===== src/design/rational_arithmetic_unit_macros.svh =====
// assertion macros for the rational arithmetic unit
`ifndef RATIONAL_ARITHMETIC_UNIT_MACROS_SVH
`define RATIONAL_ARITHMETIC_UNIT_MACROS_SVH
// implication checked on every clock edge outside reset
`define RAU_ASSERT_IMP(label, ante, cons) \
  label: assert property (@(posedge clk) disable iff (!rst_n) (ante) |-> (cons)) \
    else $error("assertion failed");
// next-cycle implication
`define RAU_ASSERT_NEXT(label, ante, cons) \
  label: assert property (@(posedge clk) disable iff (!rst_n) (ante) |=> (cons)) \
    else $error("assertion failed");
`endif


===== src/design/rau_pkg.sv =====
// package for the rational arithmetic unit: types, codes and sizes
package rau_pkg;
  localparam int PW = 32;
  localparam int WW = 2 * PW;
  localparam int CW = $clog2(WW + 1);

  typedef enum logic [2:0] {
    K_ADD = 3'd0, K_SUB = 3'd1, K_MUL = 3'd2, K_DIV = 3'd3, K_CMP = 3'd4, K_NRM = 3'd5
  } kind_t;

  typedef enum logic [1:0] {
    ST_OK = 2'd0, ST_ZERO_DEN = 2'd1, ST_OVF = 2'd2
  } status_t;

  // shared micro operations of the datapath
  typedef enum logic [3:0] {
    OP_NONE, OP_LOAD, OP_RED_INIT, OP_GCD_STEP, OP_DIV_INIT, OP_DIV_STEP,
    OP_SAVE_A, OP_SAVE_B, OP_MUL1, OP_MUL2, OP_COMBINE, OP_FINISH
  } op_t;

  typedef enum logic [3:0] {
    S_IDLE, S_RA, S_GA, S_DA, S_RB, S_GB, S_DB, S_M1, S_M2, S_CB,
    S_RR, S_GR, S_DR, S_FIN, S_OUT
  } state_t;

  typedef struct packed {
    op_t  op;
  } rau_cmd_t;

  typedef struct packed {
    logic gcd_done;
    logic div_done;
    logic skip;
  } rau_sts_t;
endpackage


===== src/design/rau_ctrl.sv =====
// sequencer for the rational arithmetic unit
module rau_ctrl import rau_pkg::*; (
  input  logic     clk,
  input  logic     rst_n,
  input  logic     in_fire,
  input  logic     out_fire,
  input  rau_sts_t sts,
  output rau_cmd_t cmd,
  output logic     busy,
  output logic     out_valid
);
  state_t state_r, state_nxt;

  always_ff @(posedge clk) begin
    if (!rst_n) state_r <= S_IDLE;
    else state_r <= state_nxt;
  end

  always_comb begin
    state_nxt = state_r;
    unique case (state_r)
      S_IDLE: if (in_fire) state_nxt = S_RA;
      S_RA:   state_nxt = sts.skip ? S_RB : S_GA;
      S_GA:   if (sts.gcd_done) state_nxt = S_DA;
      S_DA:   if (sts.div_done) state_nxt = S_RB;
      S_RB:   state_nxt = sts.skip ? S_M1 : S_GB;
      S_GB:   if (sts.gcd_done) state_nxt = S_DB;
      S_DB:   if (sts.div_done) state_nxt = S_M1;
      S_M1:   state_nxt = S_M2;
      S_M2:   state_nxt = S_CB;
      S_CB:   state_nxt = S_RR;
      S_RR:   state_nxt = sts.skip ? S_FIN : S_GR;
      S_GR:   if (sts.gcd_done) state_nxt = S_DR;
      S_DR:   if (sts.div_done) state_nxt = S_FIN;
      S_FIN:  state_nxt = S_OUT;
      S_OUT:  if (out_fire) state_nxt = S_IDLE;
      default: state_nxt = S_IDLE;
    endcase
  end

  always_comb begin
    cmd = '{op: OP_NONE};
    busy = 1'b1;
    out_valid = 1'b0;
    unique case (state_r)
      S_IDLE: begin busy = 1'b0; if (in_fire) cmd.op = OP_LOAD; end
      S_RA:   cmd.op = sts.skip ? OP_SAVE_A : OP_RED_INIT;
      S_GA:   cmd.op = sts.gcd_done ? OP_DIV_INIT : OP_GCD_STEP;
      S_DA:   cmd.op = sts.div_done ? OP_SAVE_A : OP_DIV_STEP;
      S_RB:   cmd.op = sts.skip ? OP_SAVE_B : OP_RED_INIT;
      S_GB:   cmd.op = sts.gcd_done ? OP_DIV_INIT : OP_GCD_STEP;
      S_DB:   cmd.op = sts.div_done ? OP_SAVE_B : OP_DIV_STEP;
      S_M1:   cmd.op = OP_MUL1;
      S_M2:   cmd.op = OP_MUL2;
      S_CB:   cmd.op = OP_COMBINE;
      S_RR:   cmd.op = sts.skip ? OP_NONE : OP_RED_INIT;
      S_GR:   cmd.op = sts.gcd_done ? OP_DIV_INIT : OP_GCD_STEP;
      S_DR:   cmd.op = sts.div_done ? OP_NONE : OP_DIV_STEP;
      S_FIN:  cmd.op = OP_FINISH;
      S_OUT:  out_valid = 1'b1;
      default: ;
    endcase
  end
endmodule


===== config.mk =====
export PLATFORM = sky130hd
export DESIGN_NAME = rau_ctrl
export DESIGN_NICKNAME = d
export VERILOG_FILES = /design/src/design/rational_arithmetic_unit_macros.svh /design/src/design/rau_pkg.sv /design/src/design/rau_ctrl.sv
export SDC_FILE = /design/constraint.sdc
export NUM_CORES = 1
export LEC_CHECK = 0
export BUFFER_PORTS_ARGS = -buffer_cell sky130_fd_sc_hd__buf_2
export CAP_MARGIN = 20
export CORE_MARGIN = 1.5
export CORE_UTILIZATION = 23
export CTS_CLUSTER_SIZE = 20
export DETAILED_ROUTE_END_ITERATION = 7
export GPL_ROUTABILITY_DRIVEN = 0
export PLACE_DENSITY = 0.4
export SYNTH_ARGS = -nofsm -noshare
export SYNTH_HDL_FRONTEND = slang
export SYNTH_SLANG_ARGS = --single-unit

===== constraint.sdc =====
create_clock -name clk -period 1.45 [get_ports clk]
set_input_delay 0.29 -clock clk [delete_from_list [all_inputs] [get_ports clk]]
set_output_delay 0.29 -clock clk [all_outputs]
set_load 0.02 [all_outputs]

# == Word level (Yosys, flattened, before mapping) ==
# Cells that the tools add are included.
# totals
register_bits,4
out_inout_bits,6
# op_classes
eq_ne,22
muxes,23
n_reduce_logical,3
# op_table
cell,count
4-bit one-hot mux with 15 select lines,1
4-bit one-hot mux with 12 select lines,1
4-bit 2-to-1 mux,8
"4-bit equality test, second input constant",7
3-bit 2-to-1 mux,6
"4-bit by 3-bit equality test with 1-bit output, second input constant",4
"2-bit != test, second input constant",8
"4-bit by 2-bit equality test with 1-bit output, second input constant",2
2-bit 2-to-1 mux,4
8-bit AND reduction,1
"4-bit by 1-bit equality test with 1-bit output, second input constant",1
4-bit zero test,1
1-bit 2-to-1 mux,3
3-bit OR reduction,1

# == Depth between registers and ports, before layout ==
# Gate-level depths: netlist of run 1.
# depth
ltp_word,3
mapped_depth,6
ltp_nobuf,5

# == Least setup slack after synthesis of run 1 ==
# OpenSTA, ideal clock, no wires.
# synth_timing
kind,register to output
startpoint,register state_r[1]
endpoint,output port cmd[1] (netlist name)
arrival_ps,1320
t_required_ps,1160
setup_slack_ps,-160
path_stages_with_launch,7
path_buffers,2
cell_sequence,dfxtp_1 -> buf_4 -> clkbuf_1 -> o211ai_1 -> nor2_1 -> a21oi_1 -> o221ai_1
# synth_rtl
item,line_no,source
start: declaration,rau_ctrl.sv:12,"state_t state_r, state_nxt;"
start signal: assignment,rau_ctrl.sv:16,else state_r <= state_nxt;
end: declaration,rau_ctrl.sv:8,"output rau_cmd_t cmd,"

==> reports/metrics.yaml, run 1 <==
sta:
  drv_slew: 0
  setup_slack_ps: -354
  finClkSkew_ps: 4.41
  hold_viol_final: 0
  rsz0062_at_grt: "yes"
  relSlewSlack: 0.737
  fin_crit_sh: 1.24
  fin_crit_ps: 1800
  max_freq_ghz: 0.554
  max_slew.worst_pin.slew_ps: 392
  finalSetupViolCount: 8
die:
  die_area_sq_mm: 0.00278
  coreArea_sq_mm: 0.00228
  io_pins: 13
  die_h_um: 52.8
  row_count: 17
  initial_utilization: 0.250
  die_w_um: 52.8
synthesis:
  syn_nets: 87
  yosys-mux-area-fraction: 0
  yosys_warnings: 0
  synth_fa_ha_area_frac: 0
  synth_compound_area_frac: 0.451
  synth_cell_types: 34
  synth_top_family_by_area: "compound AO/OA/AOI/OAI gates"
  yosysSeqAreaShare: 0.141
  synth_seq_cells: 4
  synth_xor_area_frac: 0.0308
  netlist_area_sq_um: 569
  synth_area_per_cell_sq_um: 7.12
  yosys.area_share.simple: 0.281
  syn_inst: 80
cts:
  clock_sinks: 4
  cts_hold_buf: 0
  clockRootBuffer: "clkbuf_4"
  clock_latency_ps: 230
  cts_buffer_depth: 2
  clkSlewWorstSetupHoldPaths_ps: 40
  cts.htree.levels: 1
  numCtsBuffers: 3
  cts_tree: "done"
status:
  outcome: "finished with violations"
  violations: "negative setup slack"
route:
  drtAntennaViolNets: 0
  via_count: 741
  wire_per_inst_um: 12.6
  routed_wl_mm: 1.85
  drc: 0
  first_pass_iters: 2
  routed_via_density: 5.04
  drt_iter0_markers: 14
grt:
  antenna_found_initial: 0
  grt_usage: 0.153
  grt_pass1_vias: 738
  grt_max_degree: 14
  grt_overflow: 0
  grt_pass1_wl_mm: 3.18
layout:
  top_register: "state_r"
  n_antenna_cell: 0
  layout.nets: 128
  post-route-util: 0.429
  final_area_sq_um: 976
  reg_top3: "state_r: 4 flops"
  multi_input_area_sq_um: 497
  area_growth_pct: 71.4
  largest_reg_flops: 4
  regArea_sq_um: 92.6
  drive_gt1_frac: 0.588
  fillers: 239
hold_path:
  hp-class: "primary input to flop"
setup_path:
  crit_type: "flop to primary output"
  path_max_fanout: 6
  critPathArrivalTime_ps: 1510
  cp_top_family: "simple AND/OR/NAND/NOR gates"
  cp_cell_sequence: "or3b_4 > a21boi_4 > o32ai_4 > or2_4 > buf_6"
  path_buf_inv: 1
  end_kind: "primary output"
  cp_slowest_stage_delay_ps: 390
  cpMaxStageDelayCell: "or3b_4"
  cp.required_ps: 1160
  cp-start-kind: "flop"
power:
  p_per_area_mw_per_mm2: 1810
  vdd_ir_drop_max_mv: 0.969
  leakage_nw: 0.441
placement:
  place_hpwl_mm: 1.43
  placed_area_sq_um: 868
  numPortBuffers: 12
flow_run:
  max_cap_violations: 0
cells in the final DEF, fill, tap and decap left out, types with 4 or more instances in the layout:
master,count
a21oi_1,5
nand2_1,8
o21ai_0,4
inv_1,4
nor2_1,5
buf_4,30
buf_6,4
buf_2,8
area by class of cell:
class	instances	area share
Sequential cell	4	0.0949
Inverter	5	0.0192
Timing Repair Buffer	42	0.318
Multi-Input combinational cell	65	0.509
Tap cell	28	0.0359
Clock buffer	3	0.0231
metrics by stage:
stage	setup TNS, ps	std cells	power (W)	setup slack (ps)	hold slack (ps)
after floorplan	-131	80	0.00101	-74.5	414
after global placement	-901	144	0.00147	-197	569
after detailed placement	-833	144	0.00147	-192	567
after CTS	-1580	147	0.00176	-361	316
after global routing	-2010	147	0.00191	-397	311
final	-1470	147	0.00177	-354	324
kinds of logic after synthesis:
family / count (synthesis)
AOI/OAI and AO/OA: 33
xor gates and xnor gates: 2
buffers and inverters: 11
DFF: 4
and+or+nand+nor: 30
repair_timing:
item,in CTS,in global routing
pin swaps,3,1
cloned,0,0
gates resized for setup,22,6
buffers inserted,1,0
endpoints found under the setup margin,9,9
worst paths after layout:
path                            from                      end  slack, ps  depth (start not counted)
max          state_r[3]$_SDFFE_PN0P_                   cmd[0]       -350                          5
min                            rst_n  state_r[2]$_SDFFE_PN0P_        320                          2
max reg2reg  state_r[3]$_SDFFE_PN0P_  state_r[0]$_SDFFE_PN0P_       -190                          6
min reg2reg  state_r[1]$_SDFFE_PN0P_  state_r[1]$_SDFFE_PN0P_        690                          3
power by group:
group	leakage, nW	total, W	switching, W	internal [W]
Clock	0.0138	0.000132	0.0000396	0.0000921
Combinational	0.392	0.00140	0.000700	0.000704
Sequential	0.0353	0.000232	0.0000682	0.000163
Total	0.441	0.00177	0.000807	0.000959
cells in the mapped netlist:
master	instances	share of area
and3b_1	1	0.015
nand2_4	1	0.020
buf_4	3	0.040
o41ai_1	1	0.015
nand3b_1	1	0.013
or2b_1	1	0.013
inv_1	5	0.033
buf_2	2	0.018
o211ai_1	2	0.026
o31ai_1	3	0.040
nand2_1	8	0.053
o311a_1	1	0.018
dfxtp_1	4	0.14
nand2b_1	3	0.033
a21oi_2	3	0.046
o21ai_1	3	0.026
o21a_1	1	0.013
nor3_1	2	0.018
a21oi_1	5	0.044
or2_1	1	0.011
clkbuf_1	1	0.0066
o22ai_1	1	0.011
o221ai_1	3	0.046
o31a_1	1	0.015
nor2b_1	1	0.011
o32ai_4	1	0.048
xor2_1	1	0.015
nor2_1	7	0.046
o21ai_0	6	0.053
xnor2_1	1	0.015
a21boi_4	1	0.033
a2bb2oi_1	1	0.015
nand3_1	2	0.018
or3b_1	2	0.031
metal layers:
metal	GRT usage	up-vias	part of all wire	wire, um
met5	0	-	0	0
met4	0.0641	0	0.0076	14
met3	0.0171	2	0.014	26
met2	0.258	8	0.52	954
met1	0.194	356	0.46	852
li1	-	375	-	-
Note: power is estimated with default switching activity, not from simulation.
==> run 2: changes to the inputs <==
CELL_PAD_IN_SITES_DETAIL_PLACEMENT = 0   (was not set)
CELL_PAD_IN_SITES_GLOBAL_PLACEMENT = 2   (was not set)
CORE_UTILIZATION = 25   (was 23)
PLACE_DENSITY = 0.7   (was 0.4)
==> run 2 against run 1 <==
The flow still finishes with violations (negative setup slack). Clock power increased by 12%. Count of clock-buffer cells in the layout did not move. Core utilization is 8.6 points higher. Non-clock buffer count is 10 higher. Critical path depth up 1. Sequential power rose by 2%. Sequential share of layout area fell by 1.3 points. Routed wire length up 17%. Design area rose by 16%. Final cell count rose by 6.8%. Global-route usage rose by 2.1 points. Critical path type unchanged.
==> reports/metrics.yaml, run 2 (synthesis results as in run 1) <==
die:
  coreArea_sq_mm: 0.00219  # -3.7%
  initial_utilization: 0.260  # +0.00971
  row_count: 17  # unchanged
  die_area_sq_mm: 0.00257  # -7.5%
  io_pins: 13  # unchanged
  die_w_um: 50.7  # -3.8%
  die_h_um: 50.7  # -3.8%
sta:
  drv_slew: 0  # unchanged
  fin_crit_sh: 1.25  # +0.00431
  relSlewSlack: 0.759  # +0.0225
  hold_ws_ps: 308  # -15.5 ps
  max_freq_ghz: 0.553  # -0.35%
  finClkSkew_ps: 0.462  # -3.95 ps
  setup_slack_ps: -360  # -6.25 ps
  max_slew.worst_pin.slew_ps: 359  # -33.6 ps
  fin_crit_ps: 1810  # +6.25 ps
  rsz0062_at_grt: "yes"
  finalSetupViolCount: 8  # unchanged
  tns_ps: -1930  # -456 ps
  hold_viol_final: 0  # unchanged
layout:
  largest_reg_flops: 4  # unchanged
  drive_gt1_frac: 0.643  # +0.0552
  area_growth_pct: 98.2
  fillers: 218  # -8.8%
  reg_top3: "state_r: 4 flops"
  top_register: "state_r"
  layout_common_cells: "35 x buf_4, 10 x buf_6, 8 x nand2_1, 6 x buf_2, 5 x o21ai_1"
  layout.nets: 138  # +7.8%
  final_cells: 157  # +6.8%
  multi_input_area_sq_um: 534  # +7.6%
  regArea_sq_um: 92.6  # unchanged
  final_area_sq_mm: 0.00113  # +16%
  layout_commonest_cell: "buf_4"
  n_antenna_cell: 0  # unchanged
power:
  p_switching_w: 0.000937  # +16%
  leakage_nw: 0.509  # +16%
  p_per_area_mw_per_mm2: 1910  # +5.5%
  vdd_ir_drop_max_mv: 0.824  # -15%
  p_sw_frac: 0.435  # -0.0223
  power_frac_clock: 0.069  # -0.006
  pwr-share-seq: 0.110  # -0.021
  comb_power_share: 0.821  # +0.027
  intPower_w: 0.00122  # +27%
setup_path:
  cp_cell_sequence: "inv_1 > buf_4 > a21oi_2 > o32ai_4 > or2_4 > buf_6"
  path_max_fanout: 7  # +1
  reg2reg_from: "state_r[3]$_SDFFE_PN0P_"
  r2r_end: "state_r[0]$_SDFFE_PN0P_"
  critPathArrivalTime_ps: 1520  # about the same
  cp_slowest_stage_delay_ps: 370  # -20 ps
  reg2regPathDepth: 8  # +2
  cp-start-kind: "flop"
  cpMaxStageDelayCell: "dfxtp_4"
  r2r_slack_ps: -280  # -90 ps
  crit_type: "flop to primary output"
  cp.required_ps: 1160  # about the same
  end_kind: "primary output"
grt:
  grt_max_degree: 12  # -2
  grt_usage: 0.174  # +0.0211
  grt_pass1_vias: 803  # +8.8%
  grt_pass1_wl_mm: 3.39  # +6.7%
  grt_overflow: 0  # unchanged
  antenna_found_initial: 0  # unchanged
route:
  wire_per_inst_um: 13.8  # +9.9%
  drt_iter0_markers: 16  # +2
  drtAntennaViolNets: 0  # unchanged
  via_count: 791  # +6.7%
  routed_via_density: 5.04  # about the same
  routed_wl_mm: 2.17  # +17%
  first_pass_iters: 4  # +2
  drc: 0  # unchanged
status:
  outcome: "finished with violations"
  violations: "negative setup slack"
placement:
  post-place-ws_ps: -221  # -28.5 ps
  place_hpwl_mm: 1.48  # +3.2%
  placed_area_sq_um: 896  # +3.2%
  numPortBuffers: 12  # unchanged
  placed_cells: 146  # +1.4%
cts:
  cts_hold_buf: 0  # unchanged
  clock_latency_ps: 240  # about the same
  clock_sinks: 4  # unchanged
  cts_buffer_depth: 2  # unchanged
  clkSlewWorstSetupHoldPaths_ps: 40  # about the same
  cts.htree.levels: 1  # unchanged
  cts_tree: "done"
  numCtsBuffers: 3  # unchanged
  clockRootBuffer: "clkbuf_4"
hold_path:
  hold_depth: 3  # +1
  min_to: "state_r[0]$_SDFFE_PN0P_"
  hp-class: "primary input to flop"
  min-delay-start: "rst_n"
flow_run:
  max_cap_violations: 0  # unchanged
run 2: cell type report:
type / count / share of cell area
Clock buffer: 3 / 0.0200
Sequential cell: 4 / 0.0820
Timing Repair Buffer: 52 / 0.377
Tap cell: 28 / 0.0310
Inverter: 5 / 0.0166
Multi-Input combinational cell: 65 / 0.473
run 2: metal layers:
metal,wire length [um],GRT usage,vias to the layer above
met3,61,0.0119,4
li1,-,-,391
met2,1180,0.314,20
met1,897,0.198,376
met4,34,0.104,0
met5,0,0,-
run 2: how the worst max path moves through the flow:
stage                                        from                 endpoint  depth (start not counted)
after floorplan           state_r[1]$_SDFFE_PN0P_                   cmd[1]                          6
after global placement    state_r[1]$_SDFFE_PN0P_                   cmd[0]                          6
after detailed placement  state_r[1]$_SDFFE_PN0P_  state_r[0]$_SDFFE_PN0P_                          7
after CTS                 state_r[1]$_SDFFE_PN0P_                   cmd[0]                          5
after global routing      state_r[3]$_SDFFE_PN0P_                   cmd[1]                          7
final                     state_r[3]$_SDFFE_PN0P_                   cmd[0]                          6
run 2: stage by stage:
step	total power [W]	utilization
3_3_place_gp	0.00156	0.409
4_1_cts	0.00193	0.473
6_report	0.00215	0.515
2_1_floorplan	0.00101	-
3_5_place_dp	0.00156	0.409
5_1_grt	0.00230	0.515
run 2: power groups by stage:
| stage | Combinational (W) | Clock [W] | Sequential, W |
|---|---|---|---|
| floorplan | 0.000837 | 0 | 0.000169 |
| global placement | 0.00134 | 0 | 0.000219 |
| detailed placement | 0.00134 | 0 | 0.000220 |
| CTS | 0.00156 | 0.000144 | 0.000229 |
| global route | 0.00190 | 0.000159 | 0.000245 |
| finish | 0.00177 | 0.000148 | 0.000237 |
run 2: timing repair:
| item | 4_1_cts | 5_1_grt |
|---|---|---|
| setup endpoints to repair | 9 | 9 |
| gates resized for setup | 25 | 19 |
| buffers inserted | 6 | 3 |
| pin swaps | 6 | 1 |
run 2: worst max-delay path, delay by kind of cell (launching register included):
family          cells  cell delay, ps
flops               1             370
compound gates      2             290
simple gates        1             250
buf+inv             3             360
==> run 3: changes to the inputs <==
ABC_AREA = 1   (was not set)
CORE_UTILIZATION = 21   (was 25)
PLACE_DENSITY = 0.69   (was 0.7)
==> run 3 against run 2 <==
The run still ends with negative setup slack left. Register-to-register slack better by 290 ps. Clock power is 3% lower. Global-route usage is 1.4 points lower. Die area is 9.5% higher. Combinational power is 6% lower. Routed wire length is 3.3% lower. Count of clock-buffer cells in the layout stayed put. Largest cell class unchanged.
==> reports/metrics.yaml, run 3 <==
die:
  die_area_sq_mm: 0.00282  # +9.5%
  die_h_um: 53.1  # +4.7%
  io_pins: 13  # unchanged
  row_count: 17  # unchanged
  coreArea_sq_mm: 0.00230  # +4.9%
  die_w_um: 53.1  # +4.7%
  initial_utilization: 0.229  # -0.0305
route:
  first_pass_iters: 4  # unchanged
  drt_iter0_markers: 7  # -9
  wire_per_inst_um: 11.7  # -16%
  routed_wl_mm: 2.10  # -3.3%
  routed_via_density: 4.58  # -9.1%
  via_count: 824  # +4.2%
  drtAntennaViolNets: 0  # unchanged
  drc: 0  # unchanged
placement:
  place_hpwl_mm: 1.52  # +2.9%
  placed_cells: 173  # +18%
  numPortBuffers: 12  # unchanged
cts:
  clkSlewWorstSetupHoldPaths_ps: 40  # about the same
  numCtsBuffers: 3  # unchanged
  clock_sinks: 4  # unchanged
  cts_hold_buf: 0  # unchanged
  cts_buffer_depth: 2  # unchanged
  clock_latency_ps: 240  # about the same
  clockRootBuffer: "clkbuf_4"
  cts_tree: "done"
  cts.htree.levels: 1  # unchanged
sta:
  relSlewSlack: 0.847  # +0.0882
  max_slew.worst_pin.slew_ps: 228  # -131 ps
  hold_ws_ps: 292  # -15.7 ps
  drv_slew: 0  # unchanged
  setup_slack_ps: -232  # +127 ps
  rsz0062_at_grt: "yes"
  max_freq_ghz: 0.594  # +7.6%
  fin_crit_sh: 1.16  # -0.0879
  finClkSkew_ps: 8.37  # +7.90 ps
  hold_viol_final: 0  # unchanged
  fin_crit_ps: 1680  # -127 ps
  finalSetupViolCount: 6  # -2
synthesis:
  syn_inst: 104  # +30%
  synth_seq_cells: 4  # unchanged
  syn_nets: 111  # +28%
  netlist_top_cells_area: "nand2_1 23%, dfxtp_1 15%, nor2_1 14%"
  yosys_warnings: 0  # unchanged
  synth_area_per_cell_sq_um: 5.06  # -29%
  synth_top_area_cell: "nand2_1"
  yosysMostFrequentCell: "nand2_1"
  synth_top_area_share: 0.228  # +0.0874
  async_flop_share: 0  # unchanged
  netlist_area_sq_um: 527  # -7.5%
  synth_cell_types: 18  # -47%
  synth_flop_cell: "dfxtp_1"
  yosys-top-cells-count: "32 x nand2_1, 20 x nor2_1, 12 x inv_1, 12 x nand3_1"
  yosysSeqAreaShare: 0.152  # +0.0114
  synth_edf_count: 0  # unchanged
setup_path:
  cpMaxStageDelayCell: "dfxtp_4"
  reg2regPathDepth: 13  # +5
  cp-start-kind: "flop"
  cp.required_ps: 1160  # about the same
  cp_top_family: "flip-flops"
  end_kind: "primary output"
  cp_cell_sequence: "buf_6 > nand2_4 > clkinv_4 > nand2_4 > nand2_1 > a21oi_2 > nand3_2 > buf_6"
  crit_type: "flop to primary output"
  critPathArrivalTime_ps: 1390  # -130 ps
  path_buf_inv: 3  # unchanged
  cp_slowest_stage_delay_ps: 370  # about the same
  path_max_fanout: 4  # -3
  cp.depth: 8  # +2
hold_path:
  hp-class: "primary input to flop"
  hold_depth: 3  # unchanged
grt:
  antenna_found_initial: 0  # unchanged
  grt_usage: 0.160  # -0.0143
  grt_max_degree: 8  # -4
  grt_pass1_vias: 793  # -1.2%
  grt_pass1_wl_mm: 3.27  # -3.7%
  grt_overflow: 0  # unchanged
layout:
  layout_commonest_cell: "buf_4"
  drive_gt1_frac: 0.678  # +0.0342
  n_antenna_cell: 0  # unchanged
  final_cells: 180  # +15%
  top_register: "state_r"
  largest_reg_flops: 4  # unchanged
  fillers: 238  # +9.2%
  area_growth_pct: 117
  layout_common_cells: "31 x buf_4, 19 x nand2_1, 9 x nor2_1, 9 x buf_6"
  layout.nets: 161  # +17%
  reg_top3: "state_r: 4 flops"
flow_run:
  max_cap_violations: 0  # unchanged
power:
  leakage_nw: 0.598  # +17%
  vdd_ir_drop_max_mv: 1.11  # +35%
  p_per_area_mw_per_mm2: 1850  # -3.3%
status:
  violations: "negative setup slack"
  outcome: "finished with violations"
==> run 3: through the flow <==
step                setup TNS [ps]  worst slack, ps  power (W)  cell area (sq um)  utilization
floorplan                        0             17.1   0.000848                527            -
global placement              -775             -204    0.00141                840        0.365
detailed placement            -713             -174    0.00140                840        0.365
CTS                           -907             -215    0.00184               1020        0.443
global route                 -1440             -303    0.00226               1140        0.497
finish                        -877             -232    0.00211               1140        0.497
==> run 3: timing repair <==
action                     in CTS  in global routing
setup endpoints to repair      10                 10
gates resized for setup        49                 37
pin swaps                      11                 16
setup buffers                   4                  1
==> run 3: logic make-up after synthesis <==
| group | after synthesis | synth area share |
|---|---|---|
| and+or+nand+nor | 72 | 0.591 |
| buffers and inverters | 17 | 0.131 |
| AOI/OAI and AO/OA | 11 | 0.126 |
| DFF | 4 | 0.152 |
==> run 3: worst paths after layout <==
check                                             start                 endpoint  slack [ps]
worst min register to register  state_r[0]$_SDFFE_PN0P_  state_r[0]$_SDFFE_PN0P_         660
worst min-delay path                              rst_n  state_r[2]$_SDFFE_PN0P_         290
worst max-delay path            state_r[2]$_SDFFE_PN0P_                   cmd[1]        -230
worst max register to register  state_r[1]$_SDFFE_PN0P_  state_r[2]$_SDFFE_PN0P_          10
==> run 3: power by group <==
| group | switching [W] | internal (W) | leakage (nW) |
|---|---|---|---|
| Clock | 0.0000515 | 0.0000930 | 0.0138 |
| Sequential | 0.000123 | 0.000169 | 0.0356 |
| Combinational | 0.000855 | 0.000815 | 0.549 |
| Total | 0.00103 | 0.00108 | 0.598 |
==> run 3: tightest hold or removal path, delay by kind of cell <==
kind / cells / cell delay (ps)
AND/OR/NAND/NOR: 2 / 90
buffers and inverters: 1 / 120
==> run 3: routing by layer <==
layer,track usage,wire (um),up-vias,share of wire
li1,-,-,431,-
met1,0.194,901,376,0.43
met2,0.285,1110,13,0.53
met3,0.00847,48,4,0.023
met5,0,0,-,0
met4,0.0726,36,0,0.017
==> run 3: area by class of cell <==
type / instances / area, sq um / area share
inverters: 16 / 82.6 / 0.0724
flip-flops and latches: 4 / 95.1 / 0.0833
well taps: 28 / 35.0 / 0.0307
repair buffers: 46 / 364 / 0.319
clock buffers: 3 / 22.5 / 0.0197
multi-input cells: 83 / 542 / 0.475
